$ cat src/rtl/aarb_pkg.sv
// Shared types and constants for the antialiased ring / arc pixel blender.
`default_nettype none

package aarb_pkg;

	// Angle constants, Q3.13 radians
	localparam int ANG_PI         = 25736;
	localparam int ANG_HALF_PI    = 12868;
	localparam int ANG_3_HALF_PI  = 38604;
	localparam int ANG_TWO_PI     = 51472;

	localparam int CORDIC_STEPS = 14;
	localparam int ZW           = 18;   // CORDIC angle accumulator, signed
	localparam int CW           = 22;   // CORDIC x/y, signed

	// arctan(2^-i) in Q3.13
	localparam logic [12:0] ATAN [0:CORDIC_STEPS-1] = '{
		13'd6434, 13'd3798, 13'd2007, 13'd1019, 13'd511, 13'd256, 13'd128,
		13'd64, 13'd32, 13'd16, 13'd8, 13'd4, 13'd2, 13'd1
	};

	// Latencies
	localparam int CORDIC_LAT = CORDIC_STEPS + 2;
	localparam int DIV_LAT    = 8;
	localparam int LATENCY    = 29;

	// Config register indexes
	localparam logic [3:0] REG_CENTER_X   = 4'd0;
	localparam logic [3:0] REG_CENTER_Y   = 4'd1;
	localparam logic [3:0] REG_RADIUS     = 4'd2;
	localparam logic [3:0] REG_RING_WIDTH = 4'd3;
	localparam logic [3:0] REG_ARC_START  = 4'd4;
	localparam logic [3:0] REG_ARC_END    = 4'd5;
	localparam logic [3:0] REG_FILL_COLOR = 4'd6;
	localparam logic [3:0] REG_SRC_ALPHA  = 4'd7;

	typedef struct packed {
		logic [7:0] red;
		logic [7:0] green;
		logic [7:0] blue;
		logic [7:0] alpha;
	} dest_t;

	typedef struct packed {
		logic canvas;   // pixel inside canvas
		logic le_r;     // d^2 <= radius^2
		logic ge_in;    // inner test passes
	} flags_t;

endpackage

`default_nettype wire

$ cat src/rtl/aarb_div.sv
// Pipelined restoring divider, one quotient bit per stage, 8-bit quotient.
`default_nettype none

module aarb_div (
	input  wire logic        clk,
	input  wire logic [24:0] num,
	input  wire logic [15:0] den,
	output logic      [7:0]  quo
);

	localparam int N = aarb_pkg::DIV_LAT;

	logic [24:0] rem_s [0:N];
	logic [15:0] den_s [0:N];
	logic [7:0]  q_s   [0:N];

	assign rem_s[0] = num;
	assign den_s[0] = den;
	assign q_s[0]   = '0;

	for (genvar j = 0; j < N; j++) begin : g_bit
		localparam int B = N - 1 - j;
		logic [24:0] t;
		logic        ge;
		always_comb begin
			t  = 25'(den_s[j]) << B;
			ge = rem_s[j] >= t;
		end
		always_ff @(posedge clk) begin
			rem_s[j+1] <= ge ? rem_s[j] - t : rem_s[j];
			den_s[j+1] <= den_s[j];
			q_s[j+1]   <= q_s[j] | (ge ? (8'd1 << B) : 8'd0);
		end
	end

	assign quo = q_s[N];

endmodule

`default_nettype wire

$ cat config.mk
export PLATFORM = sky130hd
export DESIGN_NAME = aarb_div
export DESIGN_NICKNAME = d
export VERILOG_FILES = /design/src/rtl/aarb_pkg.sv /design/src/rtl/aarb_div.sv
export SDC_FILE = /design/constraint.sdc
export NUM_CORES = 1
export LEC_CHECK = 0
export BUFFER_PORTS_ARGS = -buffer_cell sky130_fd_sc_hd__buf_4
export CORE_ASPECT_RATIO = 1.75
export CORE_MARGIN = 4
export CORE_UTILIZATION = 45
export CTS_BUF_LIST = sky130_fd_sc_hd__clkbuf_2
export CTS_CLUSTER_SIZE = 12
export DETAILED_ROUTE_END_ITERATION = 6
export SYNTH_ARGS = -nofsm -noshare
export SYNTH_HDL_FRONTEND = slang
export SYNTH_SLANG_ARGS = --single-unit
$ cat constraint.sdc
create_clock -name clk -period 3.2 [get_ports clk]
set_input_delay 0 -clock clk [delete_from_list [all_inputs] [get_ports clk]]
set_output_delay 0 -clock clk [all_outputs]
set_load 0.05 [all_outputs]
==> results.cfg <==
[run_status]
status = complete, but fails checks
violations = hold timing

[cts]
postCtsSetupBuffers = 0
h-tree-depth = 3
cts_buffers = 74
cts_hold_buf = 87
clock_path_buffers = 3
clock_latency_ns = 0.97
clock_sinks = 323
tritoncts = done
ctsRootBufferMaster = clkbuf_2
cts.clk_slew.worst_paths_ns = 0.10

[routing]
antenna_left = 0
routed_via_density = 5.27
drt_wl_total_mm = 35.2
routedWlPerCell_um = 15.4
vias = 12005
drc = 0
drt-pass1-iter-count = 5
drt_iter0_markers = 398

[sta]
fin_ws_ns = 0.161
setup_viol = 0
finalHoldViolations = 1
fin_crit_ns = 3.04
fmax_ghz = 0.329
post-route-period-util_pct = 95.0
hold_slack_ns = -0.135
skew_ns = 0.0761
setup_tns_ns = 0
finalMaxSlewViolations = 0
rsz0062_at_grt = false
slew_headroom_pct = 54.4
worst_slew_pin_slew_ns = 0.679

[critical_path]
reg2reg_from = den_s[115]
timing.reg2reg.worst_path_depth = 9
cp-end-kind = flip-flop
worstPathArrival_ns = 3.87
reg2reg_to = rem_s[172]
cp-start-kind = input port
cp_max_fo = 12
cp.required_ns = 4.03
reg2reg_slack_ns = 0.22
worstSetupPathType = input port to flip-flop

[finish]
nets = 2001
finalNonFillerCells = 2280
fillerInstances = 3046
drive_gt1_share_pct = 12.7
area_delta_synth_final_pct = 16.9
fin_util_pct = 53.6

[synth]
ys_types = 69
synth_top_area_share_pct = 43.5
postSynthNetCount = 1796
syn_area_um2 = 14900
synth_common_cells = 323 x dfxtp_1, 165 x inv_1, 128 x ha_1
synth_most_common_cell = dfxtp_1
ys_seq_elements = 323
synth_edf_count = 0
ys.warnings.count = 0
yosysSeqAreaShare_pct = 43.5
synth_area_leader_cell = dfxtp_1
syn_inst = 1619
async_flop_share_pct = 0
ys.flop_type = dfxtp_1
synth_area_per_cell_um2 = 9.18
yosys-top-cells-area = dfxtp_1 44%, ha_1 11%, inv_1 4.2%

[die]
die_area_um2 = 36100
fp.dieW_um = 145
die_h_um = 248
num_rows = 87
coreArea_um2 = 32400
initial_core_util_pct = 45.8
io_pins = 50

[grt]
grt_antenna_before_repair = 3
grt_pass1_vias = 12753
overflow = 0
grt_usage_pct = 19.4
grt_pass1_wl_mm = 57.2
grt_start_max_net_pins = 29

[job]
maxCapViolCount = 0

[min_path]
holdPathStages = 4
hold_path_class = input port to flip-flop
min_to = rem_s[182]
hp-start = num[7]

[placement]
place_ws_ns = 0.0117
hpwlAfterDp_mm = 27.2
placed_cells = 2061
routabilityCongestion = 0.953
port_buffers = 49

[power]
power_density_nw_per_um2 = 861
vdd_ir_drop_max_mv = 0.280
power_leakage_nw = 7.91
-- worst max-delay path by stage --
stage                     from         end  slack, ns  cells past startpoint
floorplan           rem_s[103]   rem_s[79]       0.58                     11
global placement        num[7]  rem_s[182]      0.008                     13
detailed placement      num[7]  rem_s[184]       0.01                     13
CTS                     den[0]  rem_s[191]       0.01                     14
global route         den_s[83]  rem_s[123]       0.05                      9
finish                  den[0]  rem_s[183]       0.16                     14
-- final cells by class --
class | instances | area, um2 | share of cell area [%]
well taps | 400 | 500 | 2.88
repair buffers | 169 | 1540 | 8.84
clock buffers | 105 | 526 | 3.02
multi-input cells | 1091 | 7590 | 43.7
clock inverters | 22 | 120 | 0.691
diodes | 5 | 12.5 | 0.0720
flip-flops and latches | 323 | 6470 | 37.2
inverters | 165 | 619 | 3.56
-- timing repair --
item                                    4_1_cts  5_1_grt
endpoints found under the hold margin        41        1
resized for setup                             0        1
endpoints found under the setup margin        0       18
-- routing by layer --
layer / track usage [%] / up-vias / part of all wire (%)
li1: - / 6086 / -
met1: 14.9 / 5529 / 32
met2: 41.2 / 271 / 59
met3: 3.32 / 119 / 3.2
met4: 13.9 / 0 / 6.7
met5: 0 / - / 0
-- through the flow --
| stage | total power, W | area (um2) |
|---|---|---|
| 2_1_floorplan | 0.0108 | 14900 |
| 3_3_place_gp | 0.0123 | 15800 |
| 3_5_place_dp | 0.0124 | 15800 |
| 4_1_cts | 0.0151 | 17400 |
| 5_1_grt | 0.0162 | 17400 |
| 6_report | 0.0150 | 17400 |
-- where the power goes --
group	switching, W	leakage (nW)	internal, W
clock	0.00152	0.490	0.000960
combinational	0.00367	4.71	0.00307
sequential	0.000623	2.72	0.00511
total	0.00581	7.91	0.00915
-- critical path, stage by stage --
cell and delay (ns):
dlygate4sd3_1 0.52, buf_4 0.09, dlygate4sd3_1 0.57, ha_1 0.20, fa_1 0.23, nor2b_1 0.07
o31a_1 0.29, o311a_1 0.35, o21a_1 0.25, a21oi_2 0.50, inv_1 0.34, buf_4 0.28
nor2_1 0.11, a21oi_1 0.05
-- sequential cells by signal (all words and copies together) (netlist names) --
name   flops
rem_s    175
den_s    112
q_s       28
quo        8
-- cells in the final DEF, fill, tap and decap left out, types with 25 or more instances in the layout --
cell	count
inv_1	165
dfxtp_1	323
xnor2_1	50
buf_4	78
clkbuf_2	105
nor3_1	38
o21a_1	25
nor2_1	90
a21oi_1	113
xor2_1	55
dlygate4sd3_1	87
nand2_1	126
o21ai_0	108
ha_1	128
a21o_1	31
-- cells by family after synthesis --
kind of cell             Yosys count  synth area share, %
buffers and inverters            205                 5.46
AND/OR/NAND/NOR                  423                 14.2
multiplexers                      27                 2.02
flip-flops                       323                 43.5
XOR/XNOR                         105                 6.19
AO/OA/AOI/OAI                    401                 16.9
adder cells (fa/ha/maj)          135                 11.7
No activity file was read; power rests on OpenSTA's default activity.
