$ cat src/rtl/aarb_pkg.sv
// Shared types and constants for the antialiased ring / arc pixel blender.
`default_nettype none

package aarb_pkg;

	// Angle constants, Q3.13 radians
	localparam int ANG_PI         = 25736;
	localparam int ANG_HALF_PI    = 12868;
	localparam int ANG_3_HALF_PI  = 38604;
	localparam int ANG_TWO_PI     = 51472;

	localparam int CORDIC_STEPS = 14;
	localparam int ZW           = 18;   // CORDIC angle accumulator, signed
	localparam int CW           = 22;   // CORDIC x/y, signed

	// arctan(2^-i) in Q3.13
	localparam logic [12:0] ATAN [0:CORDIC_STEPS-1] = '{
		13'd6434, 13'd3798, 13'd2007, 13'd1019, 13'd511, 13'd256, 13'd128,
		13'd64, 13'd32, 13'd16, 13'd8, 13'd4, 13'd2, 13'd1
	};

	// Latencies
	localparam int CORDIC_LAT = CORDIC_STEPS + 2;
	localparam int DIV_LAT    = 8;
	localparam int LATENCY    = 29;

	// Config register indexes
	localparam logic [3:0] REG_CENTER_X   = 4'd0;
	localparam logic [3:0] REG_CENTER_Y   = 4'd1;
	localparam logic [3:0] REG_RADIUS     = 4'd2;
	localparam logic [3:0] REG_RING_WIDTH = 4'd3;
	localparam logic [3:0] REG_ARC_START  = 4'd4;
	localparam logic [3:0] REG_ARC_END    = 4'd5;
	localparam logic [3:0] REG_FILL_COLOR = 4'd6;
	localparam logic [3:0] REG_SRC_ALPHA  = 4'd7;

	typedef struct packed {
		logic [7:0] red;
		logic [7:0] green;
		logic [7:0] blue;
		logic [7:0] alpha;
	} dest_t;

	typedef struct packed {
		logic canvas;   // pixel inside canvas
		logic le_r;     // d^2 <= radius^2
		logic ge_in;    // inner test passes
	} flags_t;

endpackage

`default_nettype wire

$ cat src/rtl/aarb_cordic.sv
// Pipelined CORDIC vectoring unit: pixel offset to angle in Q3.13, 0..2pi.
`default_nettype none

module aarb_cordic (
	input  wire logic               clk,
	input  wire logic signed [12:0] dx,
	input  wire logic signed [12:0] dy,
	output logic             [15:0] angle
);

	localparam int N  = aarb_pkg::CORDIC_STEPS;
	localparam int ZW = aarb_pkg::ZW;
	localparam int CW = aarb_pkg::CW;
	localparam logic signed [ZW-1:0] Z_PI     = ZW'(aarb_pkg::ANG_PI);
	localparam logic signed [ZW-1:0] Z_TWO_PI = ZW'(aarb_pkg::ANG_TWO_PI);

	logic signed [CW-1:0] x_s  [0:N];
	logic signed [CW-1:0] y_s  [0:N];
	logic signed [ZW-1:0] z_s  [0:N];
	logic                 sp_s [0:N];
	logic        [15:0]   spa_s[0:N];
	logic        [15:0]   angle_q;

	logic signed [CW-1:0] xi, yi;
	logic signed [ZW-1:0] zi;
	logic                 spi;
	logic        [15:0]   spai;

	// Axis pixels take exact angles; left half-plane is rotated by pi.
	always_comb begin
		xi   = CW'({{(CW-19){dx[12]}}, dx, 6'b0});
		yi   = CW'({{(CW-19){dy[12]}}, dy, 6'b0});
		zi   = '0;
		spi  = 1'b0;
		spai = '0;
		if (dx[12]) begin
			xi = -xi;
			yi = -yi;
			zi = Z_PI;
		end
		if (dy == '0) begin
			spi  = 1'b1;
			spai = dx[12] ? 16'(aarb_pkg::ANG_PI) : 16'd0;
		end else if (dx == '0) begin
			spi  = 1'b1;
			spai = dy[12] ? 16'(aarb_pkg::ANG_3_HALF_PI) : 16'(aarb_pkg::ANG_HALF_PI);
		end
	end

	always_ff @(posedge clk) begin
		x_s[0]   <= xi;
		y_s[0]   <= yi;
		z_s[0]   <= zi;
		sp_s[0]  <= spi;
		spa_s[0] <= spai;
	end

	for (genvar i = 0; i < N; i++) begin : g_step
		logic signed [CW-1:0] xs, ys, xn, yn;
		logic signed [ZW-1:0] zn, at;
		always_comb begin
			xs = x_s[i] >>> i;
			ys = y_s[i] >>> i;
			at = $signed({{(ZW-13){1'b0}}, aarb_pkg::ATAN[i]});
			if (!y_s[i][CW-1]) begin
				xn = x_s[i] + ys;
				yn = y_s[i] - xs;
				zn = z_s[i] + at;
			end else begin
				xn = x_s[i] - ys;
				yn = y_s[i] + xs;
				zn = z_s[i] - at;
			end
		end
		always_ff @(posedge clk) begin
			x_s[i+1]   <= xn;
			y_s[i+1]   <= yn;
			z_s[i+1]   <= zn;
			sp_s[i+1]  <= sp_s[i];
			spa_s[i+1] <= spa_s[i];
		end
	end

	logic signed [ZW-1:0] zw;
	always_comb begin
		zw = z_s[N];
		if (zw < 0)
			zw = zw + Z_TWO_PI;
		else if (zw >= Z_TWO_PI)
			zw = zw - Z_TWO_PI;
	end

	always_ff @(posedge clk) begin
		angle_q <= sp_s[N] ? spa_s[N] : zw[15:0];
	end

	assign angle = angle_q;

endmodule

`default_nettype wire

$ cat config.mk
export PLATFORM = sky130hd
export DESIGN_NAME = aarb_cordic
export DESIGN_NICKNAME = d
export VERILOG_FILES = /design/src/rtl/aarb_pkg.sv /design/src/rtl/aarb_cordic.sv
export SDC_FILE = /design/constraint.sdc
export NUM_CORES = 2
export LEC_CHECK = 0
export BUFFER_PORTS_ARGS = -buffer_cell sky130_fd_sc_hd__buf_4
export CAP_MARGIN = 20
export CORE_MARGIN = 1
export CORE_UTILIZATION = 46
export CTS_CLUSTER_SIZE = 8
export DETAILED_ROUTE_END_ITERATION = 10
export GPL_TIMING_DRIVEN = 0
export PLACE_DENSITY = 0.65
export SYNTH_ARGS = -nofsm -noshare
export SYNTH_HDL_FRONTEND = slang
export SYNTH_SLANG_ARGS = --single-unit
$ cat constraint.sdc
create_clock -name clk -period 4.3 [get_ports clk]
set_clock_uncertainty 0.1 [all_clocks]
set_input_delay 0.215 -clock clk [delete_from_list [all_inputs] [get_ports clk]]
set_output_delay 0.215 -clock clk [all_outputs]
set_load 0.1 [all_outputs]
==> flow_summary.yaml <==
status:
  status: "completed"
worst_setup_path:
  cp_slowest_stage_delay_ps: 630
  arrival_ps: 4600
  regToRegEndpoint: "y_s[1][108]"
  required_ps: 4760
  criticalPathCategory: "reg2reg"
  critPathLaunchType: "flip-flop"
  slowest_stage: "dfxtp_2"
  r2r_cells: 13
  rr_startpoint: "y_s[1][87]"
  cp_max_fo: 21
  cp_cell_sequence: "clkbuf_2, mux2_2, fa_1, nand2_1, a21boi_1, o221a_1, o2111ai_2, a211oi_1, o31a_1, or4_1, a31oi_2, o21ai_2, xor2_1"
  reg2reg_slack_ps: 160
  crit_path_end_kind: "flip-flop"
hold_path:
  hold_start: "dy[0]"
  min_path_cells: 2
  holdPathEnd: "y_s[0][6]"
  hp-class: "in2reg"
cts:
  cts_buffers: 117
  cts-root-buf: "clkbuf_16"
  cts_buffer_depth: 3
  cts_tree: "yes"
  clock_sinks: 850
  htreeDepth: 3
  clk_latency_ps: 720
  clkTransAtPathRegs_ps: 50
synth:
  synth_flop_cell: "dfxtp_1"
  yosys_warnings: 0
  synth.top_cell.area_share_pct: 31.3
  ys_types: 89
  yosys.area.top_type: "dfxtp_1"
  synth-edff-count: 0
  syn_area_per_cell_sq_um: 8.76
  seq_area_frac_synth_pct: 31.3
  async_reset_ff_share_pct: 0
  syn_area_sq_um: 54400
  synth_area_leaders: "dfxtp_1 (31%), ha_1 (17%), xnor2_1 (9.2%), a21oi_1 (5.0%), xor2_1 (4.9%)"
  synth-seq-cells: 850
  syn-instance-count: 6212
timing:
  relSlewSlack_pct: 37.4
  max_freq_mhz: 242
  setup_violations: 0
  period_needed_ps: 4140
  hold_viol: 0
  finalMaxSlewViolations: 0
  post-route-period-util_pct: 96.3
  worstMarginPinSlew_ps: 931
run:
  cap_violations: 0
final_layout:
  nets: 7237
  fin_util_pct: 51.9
  stdcell_count: 7964
  final_cell_mix: "dfxtp_1 (837), ha_1 (754), nor2_1 (651), xnor2_1 (571), a21oi_1 (545)"
  final_common_cell: "dfxtp_1"
  diodes: 0
  layout-drive-gt1-share_pct: 4.75
  syn2layout_area_growth_pct: 11.3
place:
  portBuffers: 41
  place.gp.congestion: 0.909
  place_inst: 7781
  hpwl_um: 96700
die:
  die_y_um: 346
  die-area_sq_um: 120000
  core.rowCount: 125
  initial_utilization_pct: 46.6
  io_pins: 43
  die_w_um: 346
  coreArea_sq_um: 117000
routing:
  ant_nets: 0
  postRouteWirelength_um: 123000
  drt_iter0_markers: 2328
  routedWlPerCell_um: 15.4
  vias: 43100
  dr.pass1.iters: 7
  drc_errors: 0
  avgViaCountPerCell: 5.41
global_route:
  grt_start_max_net_pins: 24
  overflow: 0
  grt_pass1_vias: 41600
  track_usage_pct: 20.1
  antenna_found_initial: 0
  grt_pass1_wl_um: 203000
-- cell type report --
type | instances | area [sq um]
repair buffers | 94 | 816
flip-flops and latches | 850 | 17000
well taps | 1524 | 1910
plain buffers | 86 | 370
fillers | 10800 | 56200
clock buffers | 125 | 2990
inverters | 342 | 1290
multi-input cells | 4935 | 36000
clock inverters | 8 | 205
-- sequential cells by signal, summed over array words and instances, names as in the netlist --
signal  flops
spa_s      75
x_s       250
angle      15
sp_s       15
z_s       228
y_s       267
-- per-stage QoR --
stage | setup slack [ps] | setup TNS, ps | cell area (sq um) | hold WS [ps]
after detailed placement | -506 | -7590 | 56700 | 212
final | 160 | 0 | 60600 | 81.6
after CTS | 7.19 | 0 | 60400 | 36.3
after global placement | -491 | -6870 | 56700 | 210
after global routing | -32.5 | -32.5 | 60600 | 46.5
after floorplan | 321 | 0 | 54400 | 143
-- how the worst max path moves through the flow --
stage / slack, ps / cells past startpoint / to / from
floorplan: 320 / 14 / y_s[1][108] / y_s[1][87]
global placement: -490 / 15 / x_s[0][109] / y_s[0][87]
detailed placement: -510 / 15 / x_s[0][109] / y_s[0][87]
CTS: 7 / 14 / x_s[1][20] / y_s[0][175]
global route: -30 / 16 / x_s[1][65] / y_s[1][34]
finish: 160 / 13 / y_s[1][108] / y_s[1][87]
-- cells in the mapped netlist, types with 20 or more instances --
cell type / count
dfxtp_1: 850
ha_1: 754
nor2_1: 651
xnor2_1: 571
a21oi_1: 546
inv_1: 338
xor2_1: 304
nand2_1: 303
nor3_1: 191
a21o_1: 186
o21ai_0: 186
o21a_1: 108
o21ai_1: 99
nand3_1: 88
nand2b_1: 85
nor2b_1: 85
o21bai_1: 82
a31oi_1: 78
clkbuf_1: 70
and3_1: 61
nor4_1: 39
a211oi_1: 37
or3_1: 35
fa_1: 30
a21boi_1: 27
o41ai_1: 26
and2_1: 23
or4_1: 23
mux2i_1: 22
nand4_1: 21
mux2_2: 20
-- critical path: cells and delay by family (launching register included) --
kind	cells	cell delay [ps]
buffers and inverters	1	360
multiplexers	1	400
adder cells (fa/ha/maj)	1	440
flip-flops	1	630
AND/OR/NAND/NOR	2	520
AO/OA/AOI/OAI	7	1390
XOR/XNOR	1	140
-- kinds of logic (layout without fill, tap and decap cells) --
kind of cell    after synthesis  in the layout  share of synthesized area [%]
other cells                   1              4                        0.00689
buf+inv                     430            655                           2.98
flops                       850            850                           31.3
mux                          42             42                          0.818
fa+ha+maj                   784            784                           18.4
compound gates             1562           1562                           18.1
xor+xnor                    875            875                           14.1
simple gates               1668           1668                           14.4
-- metal layers --
layer | track usage (%) | up-vias | wire length, um
met5 | 0 | - | 0
met4 | 5.56 | 0 | 2920
met3 | 2.37 | 204 | 4540
met2 | 34.9 | 751 | 57700
met1 | 26.2 | 20000 | 57500
li1 | - | 22100 | -
-- what timing repair did --
item                                   4_1_cts  5_1_grt
setup buffers                                3        2
gates resized for setup                     26       61
setup endpoints to repair                   48       51
hold buffers                                45        0
pin swaps                                    0        1
endpoints found under the hold margin       36        0
Power is left out: the tool's default activity adds up to more than one toggle a clock period on the data nets, which glitch-free logic cannot reach.
